===== config.mk =====
export PLATFORM = sky130hd
export DESIGN_NAME = rgbc_lane
export DESIGN_NICKNAME = d
export VERILOG_FILES = /design/src/sv/rgbc_pkg.sv /design/src/sv/rgbc_lane.sv
export SDC_FILE = /design/constraint.sdc
export NUM_CORES = 1
export LEC_CHECK = 0
export ABC_AREA = 0
export BUFFER_PORTS_ARGS = -buffer_cell sky130_fd_sc_hd__clkbuf_2
export CAP_MARGIN = 20
export CORE_UTILIZATION = 40
export CTS_BUF_LIST = sky130_fd_sc_hd__clkbuf_4
export CTS_CLUSTER_DIAMETER = 150
export CTS_CLUSTER_SIZE = 16
export DETAILED_ROUTE_END_ITERATION = 10
export HOLD_SLACK_MARGIN = 0.15
export PLACE_DENSITY_LB_ADDON = 0.12
export SYNTH_ARGS = -nofsm -noshare
export SYNTH_HDL_FRONTEND = slang
export SYNTH_SLANG_ARGS = --single-unit

===== constraint.sdc =====
create_clock -name clk -period 16.75 [get_ports clk]
set_input_delay 3.35 -clock clk [delete_from_list [all_inputs] [get_ports clk]]
set_output_delay 3.35 -clock clk [all_outputs]
set_load 0.05 [all_outputs]

===== src/sv/rgbc_pkg.sv =====
// shared constants, types and codes for the rgb 3x3 convolution block
package rgbc_pkg;

    localparam int MAX_WIDTH_DEF = 1024;
    localparam int MAX_HEIGHT    = 4096;
    localparam int PIX_W         = 32;
    localparam int CH_W          = 8;
    localparam int KROW_W        = 24;
    localparam int IW_W          = 11;
    localparam int IH_W          = 13;
    localparam int HW            = 13;
    localparam int CFG_W         = 24;
    localparam int CFG_IDX_W     = 3;
    localparam int ACC_W         = 20;
    localparam int KSUM_W        = 12;
    localparam int KABS_W        = 11;
    localparam int DIV_STEPS     = 8;

    localparam logic REQ_PIXEL = 1'b0;
    localparam logic REQ_FLUSH = 1'b1;

    localparam logic [CFG_IDX_W-1:0] REG_KTOP   = 3'd0;
    localparam logic [CFG_IDX_W-1:0] REG_KMID   = 3'd1;
    localparam logic [CFG_IDX_W-1:0] REG_KBOT   = 3'd2;
    localparam logic [CFG_IDX_W-1:0] REG_WIDTH  = 3'd3;
    localparam logic [CFG_IDX_W-1:0] REG_HEIGHT = 3'd4;

    localparam logic [KROW_W-1:0] KROW_RESET = 24'h010101;
    localparam logic [IW_W-1:0]   IW_RESET   = 11'd640;
    localparam logic [IH_W-1:0]   IH_RESET   = 13'd480;

    typedef struct packed {
        logic mac_first;
        logic mac;
        logic prep;
        logic step;
    } rgbc_lane_ctrl_t;

    typedef enum logic [4:0] {
        ST_IDLE = 5'b00001,
        ST_RD   = 5'b00010,
        ST_MAC  = 5'b00100,
        ST_DIV  = 5'b01000,
        ST_OUT  = 5'b10000
    } rgbc_state_t;

endpackage


===== src/sv/rgbc_lane.sv =====
// one color lane: kernel-row multiply-accumulate and bit-serial normalizing divide
module rgbc_lane (
    input  logic                          clk,
    input  rgbc_pkg::rgbc_lane_ctrl_t     ctrl,
    input  logic [2:0][7:0]               pix,
    input  logic [2:0][7:0]               coef,
    input  logic signed [11:0]            ksum,
    output logic [7:0]                    q
);
    import rgbc_pkg::*;

    logic signed [16:0]       prod [3];
    logic signed [ACC_W-1:0]  row_sum;
    logic signed [ACC_W-1:0]  acc_reg;
    logic [ACC_W-1:0]         acc_abs;
    logic [KABS_W-1:0]        ksum_abs;
    logic [ACC_W-1:0]         rem_reg;
    logic [ACC_W-1:0]         dsh_reg;
    logic [CH_W-1:0]          quo_reg;
    logic                     zero_reg;
    logic                     sat_reg;

    always_comb
    begin
        for (int i = 0; i < 3; i++)
        begin
            prod[i] = $signed({1'b0, pix[i]}) * $signed(coef[i]);
        end
        row_sum = ACC_W'(prod[0]) + ACC_W'(prod[1]) + ACC_W'(prod[2]);
        acc_abs = acc_reg[ACC_W-1] ? ACC_W'(-acc_reg) : ACC_W'(acc_reg);
        ksum_abs = ksum[KSUM_W-1] ? KABS_W'(-ksum) : KABS_W'(ksum);
    end

    always_ff @(posedge clk)
    begin
        if (ctrl.mac_first)
        begin
            acc_reg <= row_sum;
        end
        else if (ctrl.mac)
        begin
            acc_reg <= acc_reg + row_sum;
        end
        if (ctrl.prep)
        begin
            // opposite signs or zero numerator give a quotient at or below zero
            zero_reg <= (acc_reg == '0) || (acc_reg[ACC_W-1] != ksum[KSUM_W-1]);
            sat_reg  <= acc_abs >= ACC_W'({ksum_abs, 8'd0});
            rem_reg  <= acc_abs;
            dsh_reg  <= ACC_W'({ksum_abs, 7'd0});
            quo_reg  <= '0;
        end
        else if (ctrl.step)
        begin
            if (rem_reg >= dsh_reg)
            begin
                rem_reg <= rem_reg - dsh_reg;
                quo_reg <= {quo_reg[CH_W-2:0], 1'b1};
            end
            else
            begin
                quo_reg <= {quo_reg[CH_W-2:0], 1'b0};
            end
            dsh_reg <= dsh_reg >> 1;
        end
    end

    assign q = zero_reg ? 8'd0 : (sat_reg ? 8'd255 : quo_reg);

endmodule


==> flow_metrics.env <==
export IMPL_run_status="finished clean"
export IMPL_syn_area_per_cell_sq_um=8.90
export IMPL_whs_ns=0.527
export IMPL_ys_warn_count=0
export IMPL_cts_inserted_buffers=9
export IMPL_fillers=3228
export IMPL_ys_ff_latch=68
export IMPL_drt_initial_drc_count=440
export IMPL_die_height_microns=182
export IMPL_io_buffers=72
export IMPL_viasPerCell=5.05
export IMPL_synthCells=1455
export IMPL_worstMarginPinSlew_ns=1.06
export IMPL_setup_viol=0
export IMPL_drt_total_wl_microns=31900
export IMPL_timing_final_crit_share_pct=64.4
export IMPL_hold_class="register to register"
export IMPL_synth_top_area_share_pct=26.0
export IMPL_synth_cell_types=64
export IMPL_tns_ns=0
export IMPL_fmax_mhz=92.7
export IMPL_syn_num_nets=1853
export IMPL_relSlewSlack_pct=29.1
export IMPL_path_clk_slew_ns=0.17
export IMPL_drive_above_1_share_pct=7.20
export IMPL_synth_edf_count=53
export IMPL_cts_tree="done"
export IMPL_yosysSeqAreaShare_pct=14.6
export IMPL_worstSetupPathType="primary input to register"
export IMPL_syn2layout_area_growth_pct=6.97
export IMPL_grt_usage_pct=20.4
export IMPL_drv_slew=0
export IMPL_critPathCaptureType="register"
export IMPL_synth_ff_type="edfxtp_1"
export IMPL_synth_top_area_cell="fa_1"
export IMPL_clock_sinks=68
export IMPL_start_util_pct=40.8
export IMPL_ant_nets=0
export IMPL_wl_per_cell_microns=16.6
export IMPL_htree_levels=3
export IMPL_synth_area_sq_um=12900
export IMPL_place_congestion=0.900
export IMPL_synthArstFlopShare_pct=0
export IMPL_top_level_ports=73
export IMPL_grt_pass1_wl_microns=53000
export IMPL_layout_common_cells="292 x inv_1, 168 x fa_1, 165 x ha_1"
export IMPL_rsz0062_at_grt="false"
export IMPL_start_kind="primary input"
export IMPL_chipWidth_microns=182
export IMPL_final_hold_viol_count=0
export IMPL_grt_antenna_before_repair=5
export IMPL_grt_max_degree=45
export IMPL_clk_latency_ns=0.46
export IMPL_rows=65
export IMPL_root_buffer="clkbuf_4"
export IMPL_cp_max_fo=9
export IMPL_die_area_sq_um=33100
export IMPL_nNetsFinal=1906
export IMPL_max_cap_violations=0
export IMPL_final_setup_skew_ns=0.0415
export IMPL_crit_required_ns=16.98
export IMPL_hold_buffers=0
export IMPL_drtPass1Iterations=5
export IMPL_grt_pass1_vias=9769
export IMPL_cts_setup_buffers=0
export IMPL_coreArea_sq_um=31700
export IMPL_drc=0
export IMPL_grt_overflow=0
export IMPL_reg2reg_slack_ns=13.09
export IMPL_cp_arrival_ns=11.01
export IMPL_final_common_cell="inv_1"
export IMPL_synth_area_leaders="fa_1 26%, ha_1 16%, edfxtp_1 12%"
export IMPL_period_needed_ns=10.78
export IMPL_cts_buffer_depth=2
export IMPL_via_count=9677
export IMPL_cts_resized=0
export IMPL_place_hpwl_microns=27500
## critical path, cell delays in order
cell       delay, ns
clkbuf_2        0.13
clkinv_1        0.28
nor2_1          0.24
fa_1            0.43
inv_1           0.08
fa_1            0.44
fa_1            0.51
fa_1            0.51
inv_1           0.05
fa_1            0.48
fa_1            0.55
inv_1           0.06
fa_1            0.53
inv_1           0.04
ha_1            0.36
a2111oi_0       0.49
o21ai_0         0.29
a31oi_1         0.33
o21ai_0         0.20
xnor2_1         0.17
ha_1            0.39
and4_1          0.26
o21a_1          0.11
a221o_1         0.32
xor2_1          0.14
mux2_2          0.26
## cell type report
cell class	count	area, sq um	share of cell area (%)
Multi-Input combinational cell	1062	9840	71.0
Sequential cell	68	1890	13.7
Inverter	294	1100	7.97
Tap cell	402	503	3.63
Timing Repair Buffer	73	368	2.66
Clock inverter	7	77.6	0.560
Clock buffer	9	67.6	0.488
Antenna cell	1	2.50	0.0181
## path summary, 6_finish.rpt
check | from | endpoint | cells after the start
min reg2reg | quo_reg[7]$_SDFFE_PP0P_ | quo_reg[7]$_SDFFE_PP0P_ | 2
max | coef[7] | acc_reg[17]$_DFFE_PP_ | 26
max reg2reg | acc_reg[3]$_DFFE_PP_ | sat_reg$_DFFE_PP_ | 10
min | quo_reg[7]$_SDFFE_PP0P_ | quo_reg[7]$_SDFFE_PP0P_ | 2
## cell usage after synthesis, types with 4 or more instances
cell        n
inv_1     292
fa_1      168
ha_1      165
nand2_1   129
and2_1    101
nor2_1     86
a21oi_1    55
o21ai_0    54
edfxtp_1   53
xnor2_1    40
clkbuf_1   29
xor2_1     29
mux2i_1    21
nand3_1    21
a21o_1     18
nand2b_1   17
dfxtp_1    15
o21a_1     14
o31ai_1    11
a211oi_1    8
mux2_2      8
nor2b_1     8
nor3_1      8
o211ai_1    8
nand4_1     7
a31oi_1     6
nor4_1      6
a2111o_1    4
a211o_1     4
a221oi_1    4
and4_1      4
o211a_1     4
## per-layer routing
metal	share of wire [%]	vias to the layer above	global-route usage, %
met4	0.43	8	2.15
li1	-	4842	-
met2	47	114	32.9
met5	0.17	-	0
met3	3.2	16	3.09
met1	50	4697	29.7
## through the flow
stage	cells	util [%]	cell area [sq um]	setup slack [ns]
CTS	1915	43.7	13800	5.95
floorplan	1455	-	12900	6.23
finish	1916	43.7	13800	5.97
global placement	1899	43.2	13700	5.50
global route	1916	43.7	13800	5.32
detailed placement	1899	43.2	13700	5.42
## cell families after synthesis
logic type      synth area share [%]
compound gates                  11.3
xor+xnor                        4.67
fa+ha+maj                       41.9
buf+inv                         9.42
flops                           14.6
mux                             2.32
simple gates                    15.7
Power is not shown: default switching activity piles up to over one toggle a cycle in this logic, so the estimate is an artifact.
